**config.mk**
```make
export PLATFORM = sky130hd
export DESIGN_NAME = pn3d_fade
export DESIGN_NICKNAME = d
export VERILOG_FILES = /design/src/sv/pn3d_pkg.sv /design/src/sv/pn3d_fade.sv
export SDC_FILE = /design/constraint.sdc
export NUM_CORES = 2
export LEC_CHECK = 0
export ABC_AREA = 1
export BUFFER_PORTS_ARGS = -buffer_cell sky130_fd_sc_hd__buf_2
export CAP_MARGIN = 10
export CORE_ASPECT_RATIO = 0.8
export CORE_MARGIN = 10
export CORE_UTILIZATION = 59
export DETAILED_ROUTE_END_ITERATION = 16
export PLACE_DENSITY_LB_ADDON = 0.3
export SLEW_MARGIN = 20
export SYNTH_ARGS = -nofsm -noshare
export SYNTH_HDL_FRONTEND = slang
export SYNTH_SLANG_ARGS = --single-unit
```
**constraint.sdc**
```tcl
create_clock -name i_clk -period 11.63 [get_ports i_clk]
set_clock_uncertainty 0.1 [all_clocks]
set_input_delay 2.326 -clock i_clk [delete_from_list [all_inputs] [get_ports i_clk]]
set_output_delay 2.326 -clock i_clk [all_outputs]
set_load 0.05 [all_outputs]
```
**src/sv/pn3d_pkg.sv**
```systemverilog
`timescale 1ns / 1ps
// ============================================================================
// pn3d_pkg
// Shared types, register map and the fixed permutation table of the noise unit.
// ============================================================================
package pn3d_pkg;

    // Width of the seed register and of a lattice cell index.
    localparam int SEED_W = 8;
    localparam int CELL_W = 8;
    // Hash bits that select a gradient.
    localparam int HASH_W = 4;

    // Register index of the seed within the configuration space.
    localparam logic REG_SEED = 1'b0;

    // Pipeline control shared by all stages.
    typedef struct packed {
        logic              adv;
        logic [SEED_W-1:0] seed;
    } t_pipe_ctl;

    typedef logic [CELL_W-1:0] t_cell;

    localparam logic [7:0] PERM_TAB [256] = '{
        8'd151, 8'd160, 8'd137, 8'd91,  8'd90,  8'd15,  8'd131, 8'd13,
        8'd201, 8'd95,  8'd96,  8'd53,  8'd194, 8'd233, 8'd7,   8'd225,
        8'd140, 8'd36,  8'd103, 8'd30,  8'd69,  8'd142, 8'd8,   8'd99,
        8'd37,  8'd240, 8'd21,  8'd10,  8'd23,  8'd190, 8'd6,   8'd148,
        8'd247, 8'd120, 8'd234, 8'd75,  8'd0,   8'd26,  8'd197, 8'd62,
        8'd94,  8'd252, 8'd219, 8'd203, 8'd117, 8'd35,  8'd11,  8'd32,
        8'd57,  8'd177, 8'd33,  8'd88,  8'd237, 8'd149, 8'd56,  8'd87,
        8'd174, 8'd20,  8'd125, 8'd136, 8'd171, 8'd168, 8'd68,  8'd175,
        8'd74,  8'd165, 8'd71,  8'd134, 8'd139, 8'd48,  8'd27,  8'd166,
        8'd77,  8'd146, 8'd158, 8'd231, 8'd83,  8'd111, 8'd229, 8'd122,
        8'd60,  8'd211, 8'd133, 8'd230, 8'd220, 8'd105, 8'd92,  8'd41,
        8'd55,  8'd46,  8'd245, 8'd40,  8'd244, 8'd102, 8'd143, 8'd54,
        8'd65,  8'd25,  8'd63,  8'd161, 8'd1,   8'd216, 8'd80,  8'd73,
        8'd209, 8'd76,  8'd132, 8'd187, 8'd208, 8'd89,  8'd18,  8'd169,
        8'd200, 8'd196, 8'd135, 8'd130, 8'd116, 8'd188, 8'd159, 8'd86,
        8'd164, 8'd100, 8'd109, 8'd198, 8'd173, 8'd186, 8'd3,   8'd64,
        8'd52,  8'd217, 8'd226, 8'd250, 8'd124, 8'd123, 8'd5,   8'd202,
        8'd38,  8'd147, 8'd118, 8'd126, 8'd255, 8'd82,  8'd85,  8'd212,
        8'd207, 8'd206, 8'd59,  8'd227, 8'd47,  8'd16,  8'd58,  8'd17,
        8'd182, 8'd189, 8'd28,  8'd42,  8'd223, 8'd183, 8'd170, 8'd213,
        8'd119, 8'd248, 8'd152, 8'd2,   8'd44,  8'd154, 8'd163, 8'd70,
        8'd221, 8'd153, 8'd101, 8'd155, 8'd167, 8'd43,  8'd172, 8'd9,
        8'd129, 8'd22,  8'd39,  8'd253, 8'd19,  8'd98,  8'd108, 8'd110,
        8'd79,  8'd113, 8'd224, 8'd232, 8'd178, 8'd185, 8'd112, 8'd104,
        8'd218, 8'd246, 8'd97,  8'd228, 8'd251, 8'd34,  8'd242, 8'd193,
        8'd238, 8'd210, 8'd144, 8'd12,  8'd191, 8'd179, 8'd162, 8'd241,
        8'd81,  8'd51,  8'd145, 8'd235, 8'd249, 8'd14,  8'd239, 8'd107,
        8'd49,  8'd192, 8'd214, 8'd31,  8'd181, 8'd199, 8'd106, 8'd157,
        8'd184, 8'd84,  8'd204, 8'd176, 8'd115, 8'd121, 8'd50,  8'd45,
        8'd127, 8'd4,   8'd150, 8'd254, 8'd138, 8'd236, 8'd205, 8'd93,
        8'd222, 8'd114, 8'd67,  8'd29,  8'd24,  8'd72,  8'd243, 8'd141,
        8'd128, 8'd195, 8'd78,  8'd66,  8'd215, 8'd61,  8'd156, 8'd180
    };

    // Seeded table read: the seed is added to the index modulo 256.
    function automatic t_cell perm_pick(input t_cell idx, input logic [SEED_W-1:0] seed);
        t_cell sum;
        sum = idx + seed;
        return PERM_TAB[sum];
    endfunction

endpackage

```
**src/sv/pn3d_fade.sv**
```systemverilog
`timescale 1ns / 1ps
// ============================================================================
// pn3d_fade
// Three-stage quintic fade 6t^5 - 15t^4 + 10t^3 in fixed point.
// ============================================================================
module pn3d_fade #(
    parameter int FRAC_BITS = 16
) (
    input  logic                   i_clk,
    input  pn3d_pkg::t_pipe_ctl    i_ctl,
    input  logic [FRAC_BITS-1:0]   i_t,
    output logic [FRAC_BITS:0]     o_fade
);

    localparam int PW = FRAC_BITS + 4;
    localparam int MW = 2 * FRAC_BITS + 4;

    logic [FRAC_BITS-1:0] r_t2, r_t1, r_t3;
    logic [PW-1:0]        r_p;
    logic [FRAC_BITS:0]   r_fade;

    logic [2*FRAC_BITS-1:0] w_sq, w_cube;
    logic [PW:0]            w_p;
    logic [MW-1:0]          w_prod;

    // Stage one: t squared.
    assign w_sq = (2*FRAC_BITS)'(i_t) * (2*FRAC_BITS)'(i_t);

    always_ff @(posedge i_clk) begin
        if (i_ctl.adv) begin
            r_t2 <= w_sq[2*FRAC_BITS-1:FRAC_BITS];
            r_t1 <= i_t;
        end
    end

    // Stage two: t cubed and the polynomial 6t^2 - 15t + 10, which stays positive.
    assign w_cube = (2*FRAC_BITS)'(r_t2) * (2*FRAC_BITS)'(r_t1);
    assign w_p    = (PW+1)'(r_t2) * (PW+1)'(6) + ((PW+1)'(10) << FRAC_BITS)
                  - (PW+1)'(r_t1) * (PW+1)'(15);

    always_ff @(posedge i_clk) begin
        if (i_ctl.adv) begin
            r_t3 <= w_cube[2*FRAC_BITS-1:FRAC_BITS];
            r_p  <= w_p[PW-1:0];
        end
    end

    // Stage three: fade value in [0, 1].
    assign w_prod = MW'(r_t3) * MW'(r_p);

    always_ff @(posedge i_clk) begin
        if (i_ctl.adv) begin
            r_fade <= w_prod[2*FRAC_BITS:FRAC_BITS];
        end
    end

    assign o_fade = r_fade;

    logic w_unused;
    assign w_unused = ^i_ctl.seed;

endmodule

```
==> results.json <==
{
  "hold_violations": 0,
  "yosys_warnings": 0,
  "synth-seq-cells": 85,
  "overflow": 0,
  "ctsResizeCount": 0,
  "cts_setup_buffers": 0,
  "min_from": "r_t1[0]",
  "drt-total-wl_um": 78200,
  "fin_nets": 5353,
  "crit_path_start_kind": "primary input",
  "met1_usage_pct": 35.9,
  "antenna_found_initial": 0,
  "synthArstFlopShare_pct": 0,
  "fill_cells": 4955,
  "area_growth_syn_to_layout_pct": 2.85,
  "r2r_start": "r_t3[8]",
  "clk_latency_ns": 0.37,
  "io-pin-count": 43,
  "rows": 77,
  "dr.pass1.iters": 5,
  "clockRootBuffer": "clkbuf_16",
  "cp-end-kind": "flop",
  "yosys.area.top_type_share_pct": 39.0,
  "grt_max_degree": 69,
  "post-synth-top-area-cell": "fa_1",
  "place_area_um2": 33900,
  "synthesis.nets": 5450,
  "required_ns": 11.65,
  "initial_core_util_pct": 60.0,
  "rsz0062_at_grt": "no",
  "drive_above_1_share_pct": 1.80,
  "crit_arrival_ns": 7.38,
  "antenna_cells": 0,
  "final_area_um2": 34300,
  "coreArea_um2": 55600,
  "drtIter0Drc": 2178,
  "clk_pin_slew_ns": 0.07,
  "fin_setup_tns_ns": 0,
  "avgRoutedWirePerCell_um": 15.4,
  "r2r_setup_slack_ns": 5.10,
  "grt_pass1_wl_um": 134000,
  "port_buffers": 34,
  "placedCellCount": 5069,
  "maxSlewViolCount": 0,
  "vias": 26200,
  "place_hpwl_um": 64300,
  "max_freq_ghz": 0.136,
  "grt.busiest_layer": "met2",
  "track_usage_pct": 24.7,
  "r2r_cells": 19,
  "die_height_um": 233,
  "synth_edf_count": 85,
  "synth_area_um2": 33300,
  "netlist-cell-type-count": 34,
  "clockBufferDepth": 2,
  "yosysMostFrequentCell": "inv_1",
  "critPathKind": "primary input to flop",
  "cap_violations": 0,
  "grt_pass1_vias": 26700,
  "avgSynthCellArea_um2": 7.52,
  "hold-path-cell-count": 1,
  "grt_util_met3_pct": 3.61,
  "tightest_slew_ns": 1.13,
  "htree_levels": 3,
  "fin_cells": 5087,
  "ys_top_cells_by_area": "fa_1, inv_1, nand2_1",
  "reg2reg_to": "o_fade[12]",
  "cp_max_fo": 17,
  "viasPerCell": 5.15,
  "synth_common_cells": "inv_1, nand2_1, fa_1",
  "slew_headroom_pct": 24.4,
  "ys_dominant_reg_cell": "edfxtp_1",
  "tritoncts": "done",
  "period_needed_ns": 7.36,
  "dieWidth_um": 286,
  "cts_sinks": 85,
  "holdCritPathClass": "flop to flop",
  "gp_congestion": 0.951,
  "cts_buffers": 9,
  "outcome": "finished, final reports clean",
  "hold_end": "r_p[0]",
  "post-route-period-util_pct": 63.3,
  "ys_seq_area_share_pct": 7.66,
  "ant_nets": 0,
  "die-area_um2": 66500,
  "drt_drc_violations_left": 0,
  "ctsHoldBuffers": 0,
  "finalSetupViolCount": 0,
  "grt_use_met2_pct": 39.1,
  "hold_slack_ns": 0.708,
  "postSynthCellCount": 4429
}
[metal layers]
layer	vias to the layer above	routed length, um
met5	-	0
met4	0	1250
met3	90	6600
met2	968	34500
met1	12700	35800
li1	12500	-
[registers in the layout (all words and copies together) (netlist names)]
signal / cells
r_p: 20
r_t1: 16
o_fade: 17
r_t2: 16
r_t3: 16
[worst max-delay path by stage]
stage	slack (ns)	cells past startpoint	end	start
final	4.27	18	r_t2[12]	i_t[10]
after global routing	3.90	20	r_t2[9]	i_t[12]
after CTS	4.29	25	r_t2[14]	i_t[8]
after detailed placement	3.89	25	r_t2[14]	i_t[8]
after global placement	3.94	20	r_t2[13]	i_t[12]
after floorplan	4.16	21	r_t2[9]	i_t[13]
[critical path, cell delays in order]
cell     delay, ns
buf_2         0.39
nand2_1       0.15
fa_1          0.55
inv_1         0.08
fa_1          0.49
fa_1          0.57
fa_1          0.43
fa_1          0.50
inv_1         0.06
fa_1          0.47
inv_1         0.04
ha_1          0.37
nand2_1       0.12
nor2_1        0.19
nor3b_2       0.26
nand3_1       0.17
nand3_1       0.11
nand2_1       0.08
[cells in the final DEF, fill, tap and decap left out, drive strengths merged, types with 4 or more instances in the layout]
| cell type | Yosys | layout |
|---|---|---|
| nand3b | 6 | 6 |
| nand4 | 22 | 22 |
| edfxtp | 85 | 85 |
| inv | 1363 | 1366 |
| o21ai | 70 | 70 |
| buf | 10 | 50 |
| o21bai | 14 | 14 |
| clkbuf | 148 | 9 |
| nand2 | 1249 | 1249 |
| xor2 | 38 | 38 |
| or2 | 4 | 4 |
| nand3 | 110 | 110 |
| a21o | 5 | 5 |
| nor3 | 19 | 19 |
| ha | 346 | 346 |
| xnor2 | 12 | 12 |
| a21oi | 122 | 122 |
| fa | 649 | 649 |
| nor2 | 150 | 150 |
[metrics by stage]
step | setup slack [ns] | utilization, %
global placement | 3.94 | 61.0
detailed placement | 3.89 | 61.0
finish | 4.27 | 61.7
global route | 3.90 | 61.7
CTS | 4.29 | 61.6
floorplan | 4.16 | -
[cell families after synthesis]
family / after synthesis / synth area share (%)
simple gates: 1565 / 18.5
xor+xnor: 50 / 1.31
buf+inv: 1521 / 17.2
fa+ha+maj: 995 / 52.0
flops: 85 / 7.66
compound gates: 213 / 3.38
[layout make-up]
class	count	area, um2	area share [%]
multi-input cells	2823	25000	73.1
inverters	1363	5120	14.9
flip-flops and latches	85	2550	7.45
well taps	750	938	2.74
repair buffers	50	320	0.934
clock buffers	9	225	0.657
clock inverters	7	77.6	0.226
Power is not shown: default switching activity piles up to over one toggle a cycle in this logic, so the estimate is an artifact.
