[src/sv/pn3d_pkg.sv]
`timescale 1ns / 1ps
// ============================================================================
// pn3d_pkg
// Shared types, register map and the fixed permutation table of the noise unit.
// ============================================================================
package pn3d_pkg;

    // Width of the seed register and of a lattice cell index.
    localparam int SEED_W = 8;
    localparam int CELL_W = 8;
    // Hash bits that select a gradient.
    localparam int HASH_W = 4;

    // Register index of the seed within the configuration space.
    localparam logic REG_SEED = 1'b0;

    // Pipeline control shared by all stages.
    typedef struct packed {
        logic              adv;
        logic [SEED_W-1:0] seed;
    } t_pipe_ctl;

    typedef logic [CELL_W-1:0] t_cell;

    localparam logic [7:0] PERM_TAB [256] = '{
        8'd151, 8'd160, 8'd137, 8'd91,  8'd90,  8'd15,  8'd131, 8'd13,
        8'd201, 8'd95,  8'd96,  8'd53,  8'd194, 8'd233, 8'd7,   8'd225,
        8'd140, 8'd36,  8'd103, 8'd30,  8'd69,  8'd142, 8'd8,   8'd99,
        8'd37,  8'd240, 8'd21,  8'd10,  8'd23,  8'd190, 8'd6,   8'd148,
        8'd247, 8'd120, 8'd234, 8'd75,  8'd0,   8'd26,  8'd197, 8'd62,
        8'd94,  8'd252, 8'd219, 8'd203, 8'd117, 8'd35,  8'd11,  8'd32,
        8'd57,  8'd177, 8'd33,  8'd88,  8'd237, 8'd149, 8'd56,  8'd87,
        8'd174, 8'd20,  8'd125, 8'd136, 8'd171, 8'd168, 8'd68,  8'd175,
        8'd74,  8'd165, 8'd71,  8'd134, 8'd139, 8'd48,  8'd27,  8'd166,
        8'd77,  8'd146, 8'd158, 8'd231, 8'd83,  8'd111, 8'd229, 8'd122,
        8'd60,  8'd211, 8'd133, 8'd230, 8'd220, 8'd105, 8'd92,  8'd41,
        8'd55,  8'd46,  8'd245, 8'd40,  8'd244, 8'd102, 8'd143, 8'd54,
        8'd65,  8'd25,  8'd63,  8'd161, 8'd1,   8'd216, 8'd80,  8'd73,
        8'd209, 8'd76,  8'd132, 8'd187, 8'd208, 8'd89,  8'd18,  8'd169,
        8'd200, 8'd196, 8'd135, 8'd130, 8'd116, 8'd188, 8'd159, 8'd86,
        8'd164, 8'd100, 8'd109, 8'd198, 8'd173, 8'd186, 8'd3,   8'd64,
        8'd52,  8'd217, 8'd226, 8'd250, 8'd124, 8'd123, 8'd5,   8'd202,
        8'd38,  8'd147, 8'd118, 8'd126, 8'd255, 8'd82,  8'd85,  8'd212,
        8'd207, 8'd206, 8'd59,  8'd227, 8'd47,  8'd16,  8'd58,  8'd17,
        8'd182, 8'd189, 8'd28,  8'd42,  8'd223, 8'd183, 8'd170, 8'd213,
        8'd119, 8'd248, 8'd152, 8'd2,   8'd44,  8'd154, 8'd163, 8'd70,
        8'd221, 8'd153, 8'd101, 8'd155, 8'd167, 8'd43,  8'd172, 8'd9,
        8'd129, 8'd22,  8'd39,  8'd253, 8'd19,  8'd98,  8'd108, 8'd110,
        8'd79,  8'd113, 8'd224, 8'd232, 8'd178, 8'd185, 8'd112, 8'd104,
        8'd218, 8'd246, 8'd97,  8'd228, 8'd251, 8'd34,  8'd242, 8'd193,
        8'd238, 8'd210, 8'd144, 8'd12,  8'd191, 8'd179, 8'd162, 8'd241,
        8'd81,  8'd51,  8'd145, 8'd235, 8'd249, 8'd14,  8'd239, 8'd107,
        8'd49,  8'd192, 8'd214, 8'd31,  8'd181, 8'd199, 8'd106, 8'd157,
        8'd184, 8'd84,  8'd204, 8'd176, 8'd115, 8'd121, 8'd50,  8'd45,
        8'd127, 8'd4,   8'd150, 8'd254, 8'd138, 8'd236, 8'd205, 8'd93,
        8'd222, 8'd114, 8'd67,  8'd29,  8'd24,  8'd72,  8'd243, 8'd141,
        8'd128, 8'd195, 8'd78,  8'd66,  8'd215, 8'd61,  8'd156, 8'd180
    };

    // Seeded table read: the seed is added to the index modulo 256.
    function automatic t_cell perm_pick(input t_cell idx, input logic [SEED_W-1:0] seed);
        t_cell sum;
        sum = idx + seed;
        return PERM_TAB[sum];
    endfunction

endpackage

[src/sv/pn3d_lerp.sv]
`timescale 1ns / 1ps
// ============================================================================
// pn3d_lerp
// Two-stage linear blend a + floor(w * (b - a) / 2^F).
// ============================================================================
module pn3d_lerp #(
    parameter int FRAC_BITS = 16,
    parameter int VW        = 19
) (
    input  logic                     i_clk,
    input  pn3d_pkg::t_pipe_ctl      i_ctl,
    input  logic signed [VW-1:0]     i_a,
    input  logic signed [VW-1:0]     i_b,
    input  logic [FRAC_BITS:0]       i_w,
    output logic signed [VW-1:0]     o_y
);

    localparam int PW = VW + FRAC_BITS + 3;

    logic signed [VW:0]    w_d;
    logic signed [PW-1:0]  w_d_ext, w_w_ext, w_prod, w_sh, w_a_ext;
    logic signed [VW-1:0]  r_a, r_y;
    logic signed [PW-1:0]  r_prod;

    // Stage one: difference times weight.
    assign w_d     = VW'(i_b) - VW'(i_a) + (VW+1)'(0);
    assign w_d_ext = PW'(w_d);
    assign w_w_ext = PW'({1'b0, i_w});
    assign w_prod  = w_d_ext * w_w_ext;

    always_ff @(posedge i_clk) begin
        if (i_ctl.adv) begin
            r_a    <= i_a;
            r_prod <= w_prod;
        end
    end

    // Stage two: scale down with floor and add the base.
    assign w_sh    = r_prod >>> FRAC_BITS;
    assign w_a_ext = PW'(r_a);

    always_ff @(posedge i_clk) begin
        if (i_ctl.adv) begin
            r_y <= VW'(w_a_ext + w_sh);
        end
    end

    assign o_y = r_y;

    logic w_unused;
    assign w_unused = ^i_ctl.seed;

endmodule
[config.mk]
export PLATFORM = sky130hd
export DESIGN_NAME = pn3d_lerp
export DESIGN_NICKNAME = d
export VERILOG_FILES = /design/src/sv/pn3d_pkg.sv /design/src/sv/pn3d_lerp.sv
export SDC_FILE = /design/constraint.sdc
export NUM_CORES = 1
export LEC_CHECK = 0
export ABC_CLOCK_PERIOD_IN_PS = 12300
export BUFFER_PORTS_ARGS = -buffer_cell sky130_fd_sc_hd__clkbuf_2
export CORE_UTILIZATION = 52
export DETAILED_ROUTE_END_ITERATION = 10
export GPL_ROUTABILITY_DRIVEN = 0
export PLACE_DENSITY = 0.73
export SETUP_SLACK_MARGIN = 0.02
export SLEW_MARGIN = 0
export SYNTH_ARGS = -nofsm -noshare
export SYNTH_HDL_FRONTEND = slang
export SYNTH_SLANG_ARGS = --single-unit
[constraint.sdc]
create_clock -name i_clk -period 12.3 [get_ports i_clk]
set_clock_uncertainty 0.2 [all_clocks]
set_input_delay 3.075 -clock i_clk [delete_from_list [all_inputs] [get_ports i_clk]]
set_output_delay 3.075 -clock i_clk [all_outputs]
set_load 0.01 [all_outputs]
==> run_summary.xml <==
<?xml version="1.0" encoding="UTF-8"?>
<metrics>
  <group name="synth">
    <metric name="synth_simple_gate_area_share" unit="%">15.2</metric>
    <metric name="synth_compound_gate_area_share" unit="%">5.18</metric>
    <metric name="synth-seq-area-share" unit="%">11.1</metric>
    <metric name="async_flop_share" unit="%">0</metric>
    <metric name="synth_nets" unit="">2154</metric>
    <metric name="synthDominantAreaCellType" unit="">sky130_fd_sc_hd__fa_1</metric>
    <metric name="synth_top_family_by_area" unit="">adder cells</metric>
    <metric name="most_frequently_used_flop_master_after_synthesis" unit="">sky130_fd_sc_hd__edfxtp_1</metric>
    <metric name="synth-xor-area-share" unit="%">4.01</metric>
    <metric name="synth.ff_latch_count" unit="">57</metric>
    <metric name="synth_enable_flop_cells" unit="">57</metric>
    <metric name="post_synth_instance_area" unit="µm²">15400</metric>
    <metric name="syn-instance-count" unit="">1650</metric>
    <metric name="post_synth_fa_ha_maj_area_fraction" unit="%">51.2</metric>
    <metric name="top_post_synthesis_cells_by_area" unit="">sky130_fd_sc_hd__fa_1, sky130_fd_sc_hd__edfxtp_1, sky130_fd_sc_hd__inv_1, sky130_fd_sc_hd__ha_1, sky130_fd_sc_hd__and2_1</metric>
    <metric name="count_of_different_cell_masters_after_synthesis" unit="">55</metric>
    <metric name="synth.area.mux_share" unit="%">1.25</metric>
    <metric name="synth.avg_cell_area" unit="µm²">9.33</metric>
    <metric name="post-synth-top-area-fraction" unit="%">41.3</metric>
    <metric name="yosys_warn_count" unit="">0</metric>
  </group>
  <group name="die">
    <metric name="design.portCount" unit="">84</metric>
    <metric name="die_w" unit="µm">174</metric>
    <metric name="core_area" unit="µm²">28900</metric>
    <metric name="floorplan.die_area" unit="µm²">30300</metric>
    <metric name="initial_core_util" unit="%">53.2</metric>
    <metric name="num_rows" unit="">62</metric>
    <metric name="die_height" unit="µm">174</metric>
  </group>
  <group name="clock_network">
    <metric name="tritoncts" unit="">done</metric>
    <metric name="hold_buffers" unit="">0</metric>
    <metric name="path_clk_slew" unit="ns">0.06</metric>
    <metric name="clk_root_buffer_cell" unit="">sky130_fd_sc_hd__clkbuf_16</metric>
    <metric name="insertion_delay" unit="ns">0.32</metric>
    <metric name="cts.sinks" unit="">57</metric>
    <metric name="cts_buffers" unit="">9</metric>
    <metric name="cts_setup_buffers" unit="">0</metric>
    <metric name="post_cts_gate_resize_count" unit="">0</metric>
    <metric name="htree_levels" unit="">3</metric>
    <metric name="clock_tree.buffer_depth" unit="">2</metric>
  </group>
  <group name="job">
    <metric name="maxCapViolCount" unit="">0</metric>
  </group>
  <group name="finish">
    <metric name="areaGrowthSynthToFinish" unit="%">6.99</metric>
    <metric name="final_common_cell" unit="">sky130_fd_sc_hd__inv_1</metric>
    <metric name="drive_gt1_share" unit="%">7.88</metric>
    <metric name="layout.cells.most_common_list" unit="">sky130_fd_sc_hd__inv_1, sky130_fd_sc_hd__fa_1, sky130_fd_sc_hd__nand2_1</metric>
    <metric name="nNetsFinal" unit="">2200</metric>
    <metric name="antenna_cells_inserted" unit="">0</metric>
  </group>
  <group name="grt">
    <metric name="number_of_antenna_violations_at_the_first_check_in_global_routing" unit="">0</metric>
    <metric name="grt_overflow" unit="">0</metric>
    <metric name="grt.total_usage" unit="%">23.1</metric>
    <metric name="grt_pass1_wl" unit="mm">55.9</metric>
    <metric name="vias_in_the_first_global_route" unit="">11700</metric>
    <metric name="grt_start_max_net_pins" unit="">58</metric>
  </group>
  <group name="min_path">
    <metric name="hp-class" unit="">reg -&gt; reg</metric>
  </group>
  <group name="sta">
    <metric name="unrepaired_setup_endpoints_after_global_routing" unit="">false</metric>
    <metric name="final-hold-violation-count" unit="">0</metric>
    <metric name="period_share" unit="%">93.4</metric>
    <metric name="max-slew-margin-rel" unit="%">30.1</metric>
    <metric name="report.final.setup_viol" unit="">0</metric>
    <metric name="tightest_slew" unit="ns">1.05</metric>
    <metric name="fin_hold_ws" unit="ns">0.351</metric>
    <metric name="setup-tns-final" unit="ns">0</metric>
    <metric name="period_minus_slack" unit="ns">11.49</metric>
    <metric name="report.final.slew_viol_count" unit="">0</metric>
    <metric name="max_clock_freq" unit="MHz">87.0</metric>
  </group>
  <group name="outcome">
    <metric name="outcome" unit="">completed</metric>
  </group>
  <group name="critical_path">
    <metric name="timing_worst_setup_path_type" unit="">in -&gt; reg</metric>
    <metric name="worst-endpoint-arrival" unit="ns">11.35</metric>
    <metric name="worstPathRequired" unit="ns">12.16</metric>
    <metric name="cp-end-kind" unit="">register</metric>
    <metric name="cp_max_fo" unit="">4</metric>
    <metric name="timing.critical_path.from_type" unit="">input pin</metric>
    <metric name="worst_path_max_delay_cell" unit="">sky130_fd_sc_hd__fa_1</metric>
    <metric name="delay_of_the_slowest_cell_on_the_worst_path" unit="ns">0.53</metric>
  </group>
  <group name="detailed_routing">
    <metric name="route.vias.total" unit="">10800</metric>
    <metric name="detailedRoute.firstIterationViolations" unit="">523</metric>
    <metric name="routed_wire_length" unit="mm">32.7</metric>
    <metric name="drc_errors_left" unit="">0</metric>
    <metric name="ant_nets" unit="">0</metric>
    <metric name="dr.pass1.iters" unit="">5</metric>
    <metric name="post_drt_wl_per_cell" unit="µm">15.7</metric>
    <metric name="drt-vias-per-instance" unit="">5.16</metric>
  </group>
  <group name="placement">
    <metric name="numPortBuffers" unit="">75</metric>
    <metric name="detail_placement_hpwl" unit="mm">27.1</metric>
  </group>
</metrics>
-- per-stage QoR --
step | std cells | utilization (%) | area (µm²) | setup slack [ns]
final | 2085 | 56.9 | 16500 | 0.812
after global routing | 2085 | 56.9 | 16500 | 0.424
after CTS | 2085 | 56.9 | 16500 | 0.808
after detailed placement | 2069 | 56.0 | 16200 | 0.497
after global placement | 2069 | 56.0 | 16200 | 0.584
after floorplan | 1650 | - | 15400 | 1.44
-- path summary, 6_finish.rpt --
kind,startpoint,to,slack [ns],cells after the start
min reg2reg,r_prod[16]$_DFFE_PP_,o_y[0]$_DFFE_PP_,0.35,1
min,r_prod[16]$_DFFE_PP_,o_y[0]$_DFFE_PP_,0.35,1
max,i_b[0],r_prod[34]$_DFFE_PP_,0.81,35
max reg2reg,r_a[0]$_DFFE_PP_,o_y[18]$_DFFE_PP_,8.69,12
-- area by class of cell --
type,count,area [µm²]
inverters,430,1610
clock buffers,9,225
repair buffers,95,526
multi-input cells,1103,11900
fillers,2499,12500
clock inverters,7,46.3
flip-flops and latches,57,1710
well taps,384,480
-- cell families (layout without fill, tap and decap cells) --
| logic type | after synthesis | in the layout |
|---|---|---|
| compound gates | 117 | 117 |
| xor+xnor | 69 | 69 |
| fa+ha+maj | 439 | 439 |
| buf+inv | 490 | 541 |
| flops | 57 | 57 |
| mux | 18 | 18 |
| simple gates | 460 | 460 |
-- registers in the layout, indices dropped and copies added, names as in the netlist --
name,count
o_y,19
r_a,19
r_prod,19
-- layer usage --
metal	vias to the layer above	share of wire, %	global-route usage [%]
met3	49	3.7	2.41
met1	5456	41	28.9
met5	-	0	0
met2	254	53	42.4
met4	0	2.0	5.81
li1	4994	-	-
-- cells in the mapped netlist (7+ instances only) --
library cell               number
sky130_fd_sc_hd__a21o_1         9
sky130_fd_sc_hd__a21oi_1       33
sky130_fd_sc_hd__ha_1         121
sky130_fd_sc_hd__nand2b_1      31
sky130_fd_sc_hd__mux2i_1        8
sky130_fd_sc_hd__nand2_1      178
sky130_fd_sc_hd__mux2_2        10
sky130_fd_sc_hd__and2_1       144
sky130_fd_sc_hd__nor2_1        30
sky130_fd_sc_hd__o21ai_0       22
sky130_fd_sc_hd__nor2b_1       34
sky130_fd_sc_hd__nand3_1       12
sky130_fd_sc_hd__o21a_1        10
sky130_fd_sc_hd__nor3_1        11
sky130_fd_sc_hd__fa_1         318
sky130_fd_sc_hd__clkbuf_1      56
sky130_fd_sc_hd__inv_1        430
sky130_fd_sc_hd__o21bai_1       7
sky130_fd_sc_hd__edfxtp_1      57
sky130_fd_sc_hd__xor2_1        19
sky130_fd_sc_hd__xnor2_1       49
-- critical path, delay by kind of cell --
kind / cells / cell delay (ns)
adder cells (fa/ha/maj): 9 / 3.59
buffers and inverters: 8 / 0.43
AND/OR/NAND/NOR: 10 / 2.15
XOR/XNOR: 1 / 0.41
AO/OA/AOI/OAI: 7 / 1.70
Power is not shown: default switching activity piles up to over one toggle a cycle in this logic, so the estimate is an artifact.
